==> config.mk <==
export PLATFORM = sky130hd
export DESIGN_NAME = compass_heading_steering_top
export DESIGN_NICKNAME = d
export VERILOG_FILES = /design/src/rtl/chs_pkg.sv /design/src/rtl/chs_ctrl.sv /design/src/rtl/chs_datapath.sv /design/src/rtl/compass_heading_steering_top.sv
export VERILOG_INCLUDE_DIRS = /design/src /design/src/rtl
export SDC_FILE = /design/constraint.sdc
export NUM_CORES = 2
export LEC_CHECK = 0
export BUFFER_PORTS_ARGS = -buffer_cell sky130_fd_sc_hd__clkbuf_2
export CORE_UTILIZATION = 55
export CTS_BUF_LIST = sky130_fd_sc_hd__clkbuf_2 sky130_fd_sc_hd__clkbuf_4 sky130_fd_sc_hd__clkbuf_8
export DETAILED_ROUTE_END_ITERATION = 10
export PLACE_DENSITY = 0.81
export SETUP_SLACK_MARGIN = 0.02
export SYNTH_ARGS = -nofsm -noshare
export SYNTH_HDL_FRONTEND = slang
export SYNTH_SLANG_ARGS = --single-unit
==> constraint.sdc <==
create_clock -name clock -period 11.35 [get_ports clock]
set_input_delay 2.27 -clock clock [delete_from_list [all_inputs] [get_ports clock]]
set_output_delay 2.27 -clock clock [all_outputs]
set_load 0.02 [all_outputs]
==> src/rtl/compass_heading_steering_top_macros.svh <==
// ----------------------------------------------------------------------------
// compass heading steering assertion macros
// shared property wrappers for the compass heading steering block
// ----------------------------------------------------------------------------
`ifndef COMPASS_HEADING_STEERING_TOP_MACROS_SVH
`define COMPASS_HEADING_STEERING_TOP_MACROS_SVH

// same-cycle implication, disabled during reset
`define CHS_ASSERT_IMPLY(label, clk, rst, ante, cons, msg) \
   label: assert property (@(posedge clk) disable iff (rst) (ante) |-> (cons)) \
      else $error(msg);

// next-cycle implication, disabled during reset
`define CHS_ASSERT_NEXT(label, clk, rst, ante, cons, msg) \
   label: assert property (@(posedge clk) disable iff (rst) (ante) |=> (cons)) \
      else $error(msg);

`endif

==> src/rtl/chs_pkg.sv <==
// ----------------------------------------------------------------------------
// chs_pkg
// types, constants and the arctangent table of the compass heading block
// ----------------------------------------------------------------------------
package chs_pkg;

   // cordic iteration count, capped at the table length
   localparam int CORDIC_STEPS = 16;
   localparam int TABLE_LEN    = 24;
   localparam int CORDIC_ITERS = (CORDIC_STEPS > TABLE_LEN) ? TABLE_LEN : CORDIC_STEPS;
   localparam int ITER_W       = $clog2(TABLE_LEN);

   // datapath widths
   localparam int MAG_W  = 16;
   localparam int CFG_W  = 16;
   localparam int TGT_W  = 9;
   localparam int CAL_W  = 18;
   localparam int XY_W   = 21;
   localparam int Z_W    = 26;
   localparam int HD_W   = 17;
   localparam int OUT_W  = 15;
   localparam int STR_W  = 18;
   localparam int IDX_W  = 3;

   // fixed-point constants
   localparam logic signed [CAL_W-1:0] SAT_MAX = CAL_W'(131071);
   localparam logic signed [CAL_W-1:0] SAT_MIN = -CAL_W'(131072);
   localparam logic signed [Z_W-1:0]   Z_QUARTER = Z_W'(90 * 65536);
   localparam logic signed [Z_W-1:0]   Z_ROUND   = Z_W'(512);
   localparam logic signed [HD_W-1:0]  FULL_TURN = HD_W'(23040);
   localparam logic [TGT_W-1:0]        DEAD_BAND = TGT_W'(5);
   localparam logic signed [STR_W-1:0] REVERSE_GAP = STR_W'(181 * 64);
   localparam logic [15:0]             SCALE_ONE = 16'd4096;

   typedef enum logic [IDX_W-1:0] {
      REG_BIAS_X = 3'd0,
      REG_BIAS_Y = 3'd1,
      REG_SCALE_X = 3'd2,
      REG_SCALE_Y = 3'd3,
      REG_TARGET = 3'd4
   } chs_reg_type;

   typedef enum logic [1:0] {
      STEER_NONE  = 2'd0,
      STEER_RIGHT = 2'd1,
      STEER_LEFT  = 2'd2
   } steer_type;

   typedef enum logic [2:0] {
      S_IDLE,
      S_CALX,
      S_CALY,
      S_PREP,
      S_ITER,
      S_DONE
   } chs_state_type;

   typedef struct packed {
      logic              load;
      logic              cal_x;
      logic              cal_y;
      logic              prep;
      logic              iter;
      logic              finish;
      logic [ITER_W-1:0] iter_idx;
   } chs_cmd_type;

   typedef struct packed {
      logic out_free;
      logic out_full;
   } chs_status_type;

   // round(atan(2^-i) * 180/pi * 65536)
   function automatic logic signed [Z_W-1:0] atan_entry(input logic [ITER_W-1:0] idx);
      logic signed [Z_W-1:0] v;
      case (idx)
         5'd0:  v = Z_W'(2949120);
         5'd1:  v = Z_W'(1740967);
         5'd2:  v = Z_W'(919879);
         5'd3:  v = Z_W'(466945);
         5'd4:  v = Z_W'(234379);
         5'd5:  v = Z_W'(117304);
         5'd6:  v = Z_W'(58666);
         5'd7:  v = Z_W'(29335);
         5'd8:  v = Z_W'(14668);
         5'd9:  v = Z_W'(7334);
         5'd10: v = Z_W'(3667);
         5'd11: v = Z_W'(1833);
         5'd12: v = Z_W'(917);
         5'd13: v = Z_W'(458);
         5'd14: v = Z_W'(229);
         5'd15: v = Z_W'(115);
         5'd16: v = Z_W'(57);
         5'd17: v = Z_W'(29);
         5'd18: v = Z_W'(14);
         5'd19: v = Z_W'(7);
         5'd20: v = Z_W'(4);
         5'd21: v = Z_W'(2);
         5'd22: v = Z_W'(1);
         default: v = '0;
      endcase
      return v;
   endfunction

endpackage

==> src/rtl/chs_ctrl.sv <==
// ----------------------------------------------------------------------------
// chs_ctrl
// sequencer: calibration, cordic iterations and result hand-off
// ----------------------------------------------------------------------------
module chs_ctrl
   import chs_pkg::*;
(
   input  logic           clock,
   input  logic           reset,
   input  logic           req_valid,
   output logic           req_ready,
   input  chs_status_type status,
   output chs_cmd_type    cmd
);

`include "compass_heading_steering_top_macros.svh"

   localparam logic [ITER_W-1:0] ITER_LAST = ITER_W'(CORDIC_ITERS - 1);

   chs_state_type     state_ff, state_in;
   logic [ITER_W-1:0] iter_ff, iter_in;

   always_ff @(posedge clock) begin
      if (reset) begin
         state_ff <= S_IDLE;
         iter_ff  <= '0;
      end else begin
         state_ff <= state_in;
         iter_ff  <= iter_in;
      end
   end

   // next state
   always_comb begin
      state_in = state_ff;
      iter_in  = iter_ff;
      case (state_ff)
         S_IDLE: begin
            if (req_valid) begin
               state_in = S_CALX;
            end
         end
         S_CALX: state_in = S_CALY;
         S_CALY: state_in = S_PREP;
         S_PREP: begin
            state_in = S_ITER;
            iter_in  = '0;
         end
         S_ITER: begin
            if (iter_ff == ITER_LAST) begin
               state_in = S_DONE;
            end else begin
               iter_in = iter_ff + 1'b1;
            end
         end
         S_DONE: begin
            if (status.out_free) begin
               state_in = S_IDLE;
            end
         end
         default: state_in = S_IDLE;
      endcase
   end

   // outputs
   always_comb begin
      cmd          = '0;
      cmd.iter_idx = iter_ff;
      req_ready    = 1'b0;
      case (state_ff)
         S_IDLE: begin
            req_ready = 1'b1;
            cmd.load  = req_valid;
         end
         S_CALX: cmd.cal_x = 1'b1;
         S_CALY: cmd.cal_y = 1'b1;
         S_PREP: cmd.prep  = 1'b1;
         S_ITER: cmd.iter  = 1'b1;
         S_DONE: cmd.finish = status.out_free;
         default: ;
      endcase
   end

   `CHS_ASSERT_IMPLY(a_iter_range, clock, reset, state_ff == S_ITER, iter_ff <= ITER_LAST, "iteration index past last step")
   `CHS_ASSERT_IMPLY(a_finish_free, clock, reset, cmd.finish, status.out_free && !status.out_full || status.out_free, "result loaded over a waiting result")
   `CHS_ASSERT_NEXT(a_accept_start, clock, reset, req_valid && req_ready, state_ff == S_CALX, "accepted beat did not start calibration")

endmodule

==> src/rtl/chs_datapath.sv <==
// ----------------------------------------------------------------------------
// chs_datapath
// calibration, cordic vectoring, heading and steering, result register
// ----------------------------------------------------------------------------
module chs_datapath
   import chs_pkg::*;
(
   input  logic                    clock,
   input  logic                    reset,
   input  logic                    csr_valid,
   input  logic [IDX_W-1:0]        csr_index,
   input  logic [CFG_W-1:0]        csr_data,
   input  logic signed [MAG_W-1:0] req_mag_x,
   input  logic signed [MAG_W-1:0] req_mag_y,
   input  chs_cmd_type             cmd,
   output chs_status_type          status,
   output logic                    rsp_valid,
   input  logic                    rsp_ready,
   output logic [OUT_W-1:0]        rsp_heading_out,
   output logic [1:0]              rsp_steer
);

`include "compass_heading_steering_top_macros.svh"

   logic signed [CFG_W-1:0] bias_x_ff, bias_y_ff;
   logic [CFG_W-1:0]        scale_x_ff, scale_y_ff;
   logic [TGT_W-1:0]        target_ff;
   logic signed [MAG_W-1:0] mag_x_ff, mag_y_ff;
   logic signed [CAL_W-1:0] cx_ff, cy_ff;
   logic signed [XY_W-1:0]  x_ff, y_ff;
   logic signed [Z_W-1:0]   z_ff;
   logic                    zero_ff;
   steer_type               last_steer_ff;
   logic                    rsp_valid_ff;
   logic [OUT_W-1:0]        heading_ff;

   // configuration registers
   always_ff @(posedge clock) begin
      if (reset) begin
         bias_x_ff  <= '0;
         bias_y_ff  <= '0;
         scale_x_ff <= SCALE_ONE;
         scale_y_ff <= SCALE_ONE;
         target_ff  <= '0;
      end else if (csr_valid) begin
         case (chs_reg_type'(csr_index))
            REG_BIAS_X:  bias_x_ff  <= csr_data;
            REG_BIAS_Y:  bias_y_ff  <= csr_data;
            REG_SCALE_X: scale_x_ff <= csr_data;
            REG_SCALE_Y: scale_y_ff <= csr_data;
            REG_TARGET:  target_ff  <= csr_data[TGT_W-1:0];
            default: ;
         endcase
      end
   end

   // shared calibration multiplier
   logic signed [MAG_W:0]     diff;
   logic signed [2*MAG_W+1:0] prod;
   logic signed [2*MAG_W+1:0] prod_sh;
   logic signed [CAL_W-1:0]   cal_sat;

   always_comb begin
      if (cmd.cal_y) begin
         diff = (MAG_W+1)'(mag_y_ff) - (MAG_W+1)'(bias_y_ff);
         prod = (2*MAG_W+2)'(diff) * $signed({1'b0, scale_y_ff});
      end else begin
         diff = (MAG_W+1)'(mag_x_ff) - (MAG_W+1)'(bias_x_ff);
         prod = (2*MAG_W+2)'(diff) * $signed({1'b0, scale_x_ff});
      end
      prod_sh = prod >>> 12;
      if (prod_sh > (2*MAG_W+2)'(SAT_MAX)) begin
         cal_sat = SAT_MAX;
      end else if (prod_sh < (2*MAG_W+2)'(SAT_MIN)) begin
         cal_sat = SAT_MIN;
      end else begin
         cal_sat = prod_sh[CAL_W-1:0];
      end
   end

   // cordic pre-rotation and one vectoring step
   logic signed [XY_W-1:0] cx_w, cy_w, dx, dy;
   logic signed [Z_W-1:0]  atan_w;

   assign cx_w   = XY_W'(cx_ff);
   assign cy_w   = XY_W'(cy_ff);
   assign dx     = y_ff >>> cmd.iter_idx;
   assign dy     = x_ff >>> cmd.iter_idx;
   assign atan_w = atan_entry(cmd.iter_idx);

   always_ff @(posedge clock) begin
      if (cmd.load) begin
         mag_x_ff <= req_mag_x;
         mag_y_ff <= req_mag_y;
      end
      if (cmd.cal_x) begin
         cx_ff <= cal_sat;
      end
      if (cmd.cal_y) begin
         cy_ff <= cal_sat;
      end
      if (cmd.prep) begin
         zero_ff <= (cx_ff == '0) && (cy_ff == '0);
         if (cx_ff < 0) begin
            if (cy_ff >= 0) begin
               x_ff <= cy_w;
               y_ff <= -cx_w;
               z_ff <= Z_QUARTER;
            end else begin
               x_ff <= -cy_w;
               y_ff <= cx_w;
               z_ff <= -Z_QUARTER;
            end
         end else begin
            x_ff <= cx_w;
            y_ff <= cy_w;
            z_ff <= '0;
         end
      end else if (cmd.iter) begin
         if (y_ff > 0) begin
            x_ff <= x_ff + dx;
            y_ff <= y_ff - dy;
            z_ff <= z_ff + atan_w;
         end else begin
            x_ff <= x_ff - dx;
            y_ff <= y_ff + dy;
            z_ff <= z_ff - atan_w;
         end
      end
   end

   // heading and steering
   logic signed [Z_W-1:0]   z_round, z_sh;
   logic signed [HD_W-1:0]  h_raw, h_fix;
   logic signed [STR_W-1:0] h_s, t64, lo64, hi64, gap;
   steer_type               s_band, s_new;

   always_comb begin
      z_round = (zero_ff ? '0 : z_ff) + Z_ROUND;
      z_sh    = z_round >>> 10;
      h_raw   = z_sh[HD_W-1:0];
      h_fix   = (h_raw <= 0) ? h_raw + FULL_TURN : h_raw;
      h_s     = STR_W'(h_fix);
      t64     = STR_W'({target_ff, 6'b0});
      lo64    = STR_W'({target_ff - DEAD_BAND, 6'b0});
      hi64    = STR_W'({1'b0, target_ff} + {1'b0, DEAD_BAND}) <<< 6;
      gap     = (h_s >= t64) ? h_s - t64 : t64 - h_s;
      if (h_s < lo64) begin
         s_band = STEER_RIGHT;
      end else if (h_s > hi64) begin
         s_band = STEER_LEFT;
      end else begin
         s_band = STEER_NONE;
      end
      s_new = s_band;
      if (gap >= REVERSE_GAP) begin
         case (s_band)
            STEER_RIGHT: s_new = STEER_LEFT;
            STEER_LEFT:  s_new = STEER_RIGHT;
            default:     s_new = s_band;
         endcase
      end
      if (target_ff < DEAD_BAND) begin
         s_new = last_steer_ff;
      end
   end

   always_ff @(posedge clock) begin
      if (reset) begin
         last_steer_ff <= STEER_NONE;
         rsp_valid_ff  <= 1'b0;
      end else if (cmd.finish) begin
         last_steer_ff <= s_new;
         rsp_valid_ff  <= 1'b1;
      end else if (rsp_ready) begin
         rsp_valid_ff <= 1'b0;
      end
   end

   always_ff @(posedge clock) begin
      if (cmd.finish) begin
         heading_ff <= h_fix[OUT_W-1:0];
      end
   end

   assign status.out_free = !rsp_valid_ff || rsp_ready;
   assign status.out_full = rsp_valid_ff;
   assign rsp_valid       = rsp_valid_ff;
   assign rsp_heading_out = heading_ff;
   assign rsp_steer       = last_steer_ff;

   `CHS_ASSERT_IMPLY(a_heading_nonzero, clock, reset, rsp_valid_ff, heading_ff != '0, "heading outside its range")
   `CHS_ASSERT_NEXT(a_finish_valid, clock, reset, cmd.finish, rsp_valid_ff, "finished item did not show a result")

endmodule

==> src/rtl/compass_heading_steering_top.sv <==
// ----------------------------------------------------------------------------
// compass_heading_steering_top
// calibrated magnetometer heading with dead-band steering against a target
// ----------------------------------------------------------------------------
// steps: x and y calibration multiplies on one shared multiplier, one pre-rotate,
//   16 cordic iterations on one shared add/shift unit, then the finish; a new
//   req beat is taken only once the sequencer is back in idle
// the next req beat is taken while the previous rsp beat still waits
// reset: synchronous, active high; registers return to their reset values,
//   last steer clears to no arrow, no rsp beat pending
module compass_heading_steering_top
   import chs_pkg::*;
(
   input  logic                    clock,
   input  logic                    reset,
   // configuration write channel
   input  logic                    csr_valid,
   output logic                    csr_ready,
   input  logic [IDX_W-1:0]        csr_index,
   input  logic [CFG_W-1:0]        csr_data,
   // sample channel
   input  logic                    req_valid,
   output logic                    req_ready,
   input  logic signed [MAG_W-1:0] req_mag_x,
   input  logic signed [MAG_W-1:0] req_mag_y,
   // result channel
   output logic                    rsp_valid,
   input  logic                    rsp_ready,
   output logic [OUT_W-1:0]        rsp_heading_out,
   output logic [1:0]              rsp_steer
);

   chs_cmd_type    cmd;
   chs_status_type status;

   // configuration writes are registered and always taken
   assign csr_ready = 1'b1;

   // sequencer: walks calibration, cordic steps and the result hand-off
   chs_ctrl u_ctrl (
      .clock     (clock),
      .reset     (reset),
      .req_valid (req_valid),
      .req_ready (req_ready),
      .status    (status),
      .cmd       (cmd)
   );

   // datapath: config registers, shared multiplier, cordic unit, result register
   chs_datapath u_datapath (
      .clock           (clock),
      .reset           (reset),
      .csr_valid       (csr_valid),
      .csr_index       (csr_index),
      .csr_data        (csr_data),
      .req_mag_x       (req_mag_x),
      .req_mag_y       (req_mag_y),
      .cmd             (cmd),
      .status          (status),
      .rsp_valid       (rsp_valid),
      .rsp_ready       (rsp_ready),
      .rsp_heading_out (rsp_heading_out),
      .rsp_steer       (rsp_steer)
   );

endmodule
==> run summary <==
The origin of the critical flop-to-flop path was u_datapath.bias_y_ff[1]. Endpoint of the most critical register-to-register path: u_datapath.cx_ff[2]. Required time of the worst setup path: 11.78 ns. The tools report the synthesized instance count as 4780. Root buffer cell: clkbuf_8. Slowest library cell on the worst path: nor2_2. Of the available clock period, the critical path in the final layout requires 93.96%. For the worst-skew pair, the clock arrives at the later sink with an insertion delay of 0.66 ns. The utilization after layout was 59.03%; the area added between synthesis and finish was 5.893%. Tracing the worst setup path back leads to its startpoint at u_datapath.bias_y_ff[1]. The worst path needs 10.66 ns of the cycle, external delays included. The register bit total from synthesis is 258, and the multiplexer share of the synthesized area is 4.024%. In the final design database the tool counted 5689 nets. The total core area was 74570 um2. The starting DRC count in detailed routing was 3122. The logs give 5705 for the number of nets in the synthesized netlist and 0.9442 for the weighted congestion at the end of routability-driven global placement.

The DRC violation count after routing was 0. STA classifies the critical path startpoint as a flip-flop. The number of pins exceeding their max-slew limit in the final report came out at 0.

The count of nets left with antenna violations once routing finished came out at 0. The main combinational cell family by area after synthesis was adder cells. Fraction of final layout cells sized beyond drive strength 1: 7.410%.

In this run, distinct cell masters in the synthesized netlist total 109. The static power due to leakage came out at 20.23 nW. Adder-cell share of the synthesized area: 35.87%. The horizontal die dimension is 276.9 um. The async set-reset flop share out of synthesis came out at 0%. The most critical setup path has its endpoint at u_datapath.cx_ff[2].

Ranked by total cell area, the synthesized netlist is headed by fa_1 26%, edfxtp_1 11%, ha_1 10%. Summing all multi-input logic gate instances after layout gives 30970 um2. The tools report the number of sinks driven by the clock tree as 258.

In the layout the commonest cells are 826 x inv_1, 584 x nand2_1, 531 x fa_1. The hold violation total from the final report is 0. The number of cells on the worst reg-to-reg path works out to 38. The critical path is of the reg -> reg type. The count of H-tree levels built during CTS came out at 2. For this run, the top clock speed supported by timing is 93.77 MHz. Setup total negative slack on the finished layout was measured at 0 ns. Summing the sequential cell areas from Yosys gives 16.08% of the chip area. The floorplan has 100 rows. The floorplan step defined a die boundary enclosing 76680 um2. Detailed placement ended at an HPWL of 83300 um.

The worst-case IR drop observed on VDD is 0.1004 mV. Number of fill cells: 6432. The via count of the first global-routing pass was 33370; the cell area after placement was 42760 um2. The tightest hold path in the finished design has a slack of 0.4545 ns. Clock-pin slew was measured on the worst setup and hold paths at 0.08 ns. The synthesized netlist devotes 11.24% of its cell area to compound gates. The simple-gate share of the synthesized area is 17.71%, and the number of synthesized flops with an enable pin is 152.

The tools report the hold buffer count at cts as 0. The first global-routing pass estimated 172200 um of wire. Clock skew on the completed layout was measured at 0.05817 ns.

Final cell area excluding filler cells: 44020 um2. Number of antenna violations at the first check in global routing: 3. The portion of synthesized cell area occupied by the leading cell type was 25.57%. The per-cell via count in the routed design was 5.793. Setup repair after global routing left no endpoint under its margin. The combined global-route utilization of all metal layers is 28.09%. Port buffering added 74 buffers. The path class of the tightest hold or removal check is reg -> reg.

Once the floorplan was initialized, standard cells occupied 55.74% of the core. The tools report the count of boundary I/O pins as 76. The run gives 3 as the number of buffers between clock root and the deepest sink.

In the final routed layout, each cell accounts on average for 18.50 um. At the pin with the least slew margin, the transition time is 1.173 ns. Total of warnings raised by yosys: 0.

Setup violations remaining at the end of the flow were counted as 0. The flow ran to the end, and the final reports show no timing, DRC or antenna violations. Dividing total power by cell area gives a power density of 101.0 nW/um2. In this run the tightest slew margin relative to its limit is 21.49%.

Entering global routing, the biggest net connects 93 pins. The largest total area in the synthesized netlist belongs to fa_1. The CTS buffer count is 48. A synthesized cell averages 8.697 um2. The worst-case register-to-register setup slack was 0.69 ns; the fraction of synthesized cell area in xor and xnor cells was 5.556%.

Summed over all layers, the routed wires come to 106900 um. Before antenna repair, the detailed router went through 6 iterations. The total number of vias was 33470; the sum of overflow across all layers after global routing was 0. STA classifies the critical path endpoint as a flip-flop. In this design, the stage delay of the slowest critical-path cell is 0.66 ns. Along the worst path, the maximum fanout reaches 19. TritonCTS built the clock tree. Across the run, the number of max-cap violations was 0. The post-synthesis instance area was 41570 um2. The most used flip-flop cell after synthesis is edfxtp_1.

Leaving out fill and tap cells, the most frequent cell in the layout is inv_1. Data arrives at the worst endpoint at 11.09 ns. The tools report the total power as 4.445 mW.

In the final layout, flip-flops and latches occupy 6689 um2. From bottom edge to top edge, the die measures 276.9 um.
## logic make-up after synthesis
family,Yosys count
xor+xnor,262
compound gates,739
flops,258
fa+ha+maj,874
buf+inv,1030
simple gates,1504
mux,112
other cells,1
## worst max-delay path, delay by kind of cell, from the launching register on
kind	cells	cell delay [ns]
AND/OR/NAND/NOR	7	2.06
buffers and inverters	6	0.32
adder cells (fa/ha/maj)	8	3.63
flip-flops	1	0.38
XOR/XNOR	2	0.74
AO/OA/AOI/OAI	15	3.33
## how the worst min path moves through the flow
| stage | slack (ns) | to | from | depth (start not counted) |
|---|---|---|---|---|
| 2_1_floorplan | 0.44 | u_datapath.bias_x_ff[10] | u_datapath.bias_x_ff[10] | 2 |
| 3_3_place_gp | 0.44 | u_datapath.bias_x_ff[8] | u_datapath.bias_x_ff[8] | 2 |
| 3_5_place_dp | 0.45 | u_datapath.bias_x_ff[11] | u_datapath.bias_x_ff[11] | 2 |
| 4_1_cts | 0.46 | u_datapath.bias_x_ff[11] | u_datapath.bias_x_ff[11] | 2 |
| 5_1_grt | 0.47 | u_datapath.bias_y_ff[2] | u_datapath.bias_y_ff[2] | 2 |
| 6_report | 0.45 | u_datapath.bias_x_ff[3] | u_datapath.bias_x_ff[3] | 2 |
## flip-flops by register name (all words and copies together) (netlist names)
signal / flops
u_datapath.z_ff: 26
u_datapath.scale_x_ff: 16
u_datapath.target_ff: 9
u_datapath.bias_y_ff: 16
u_datapath.mag_y_ff: 16
u_datapath.cy_ff: 18
u_datapath.bias_x_ff: 16
u_ctrl.state_ff: 3
u_datapath.scale_y_ff: 16
u_datapath.rsp_valid: 1
u_datapath.x_ff: 21
u_datapath.atan_w: 22
u_datapath.zero_ff: 1
u_datapath.rsp_steer: 2
u_datapath.rsp_heading_out: 15
u_datapath.y_ff: 21
u_datapath.cx_ff: 18
u_ctrl.iter_ff: 5
u_datapath.mag_x_ff: 16
## cells in the mapped netlist, types with 39 or more instances
cell      count
a21oi_1     237
and2_1      254
clkbuf_1    165
dfxtp_1     106
edfxtp_1    152
fa_1        531
ha_1        338
inv_1       827
mux2i_1      49
mux4_2       39
nand2_1     585
nand2b_1     52
nand3_1      47
nor2_1      246
nor2b_1      73
nor3_1       83
o21ai_0     182
xnor2_1     157
xor2_1      104
## cell type report
cell class,instances,area share [%]
Clock buffer,63,1.828
Clock inverter,27,0.8698
Sequential cell,258,15.20
Tap cell,969,2.754
Inverter,828,7.060
Antenna cell,4,0.02274
Timing Repair Buffer,136,1.904
Multi-Input combinational cell,3492,70.37
## power by group
part	internal [mW]	leakage, nW	switching, mW
Sequential	1.11	2.26	0.0709
Combinational	0.833	17.4	1.29
Clock	0.675	0.616	0.469
## metrics by stage
stage / setup slack (ns) / instances
final: 0.6861 / 5777
after global routing: 0.06446 / 5773
after CTS: 0.3011 / 5766
after detailed placement: 0.3305 / 5676
after global placement: 0.6960 / 5676
after floorplan: 1.848 / 4780
## what timing repair did
| item | CTS | global route |
|---|---|---|
| setup buffers | 0 | 7 |
| endpoints found under the setup margin | 0 | 36 |
| resized for setup | 0 | 1 |
## layer usage
metal	global-route usage [%]	routed length (um)
met5	0	0
met4	14.34	5899
met3	4.623	8731
met2	45.33	49660
met1	36.53	42580
(Power assumes the default switching activity.)
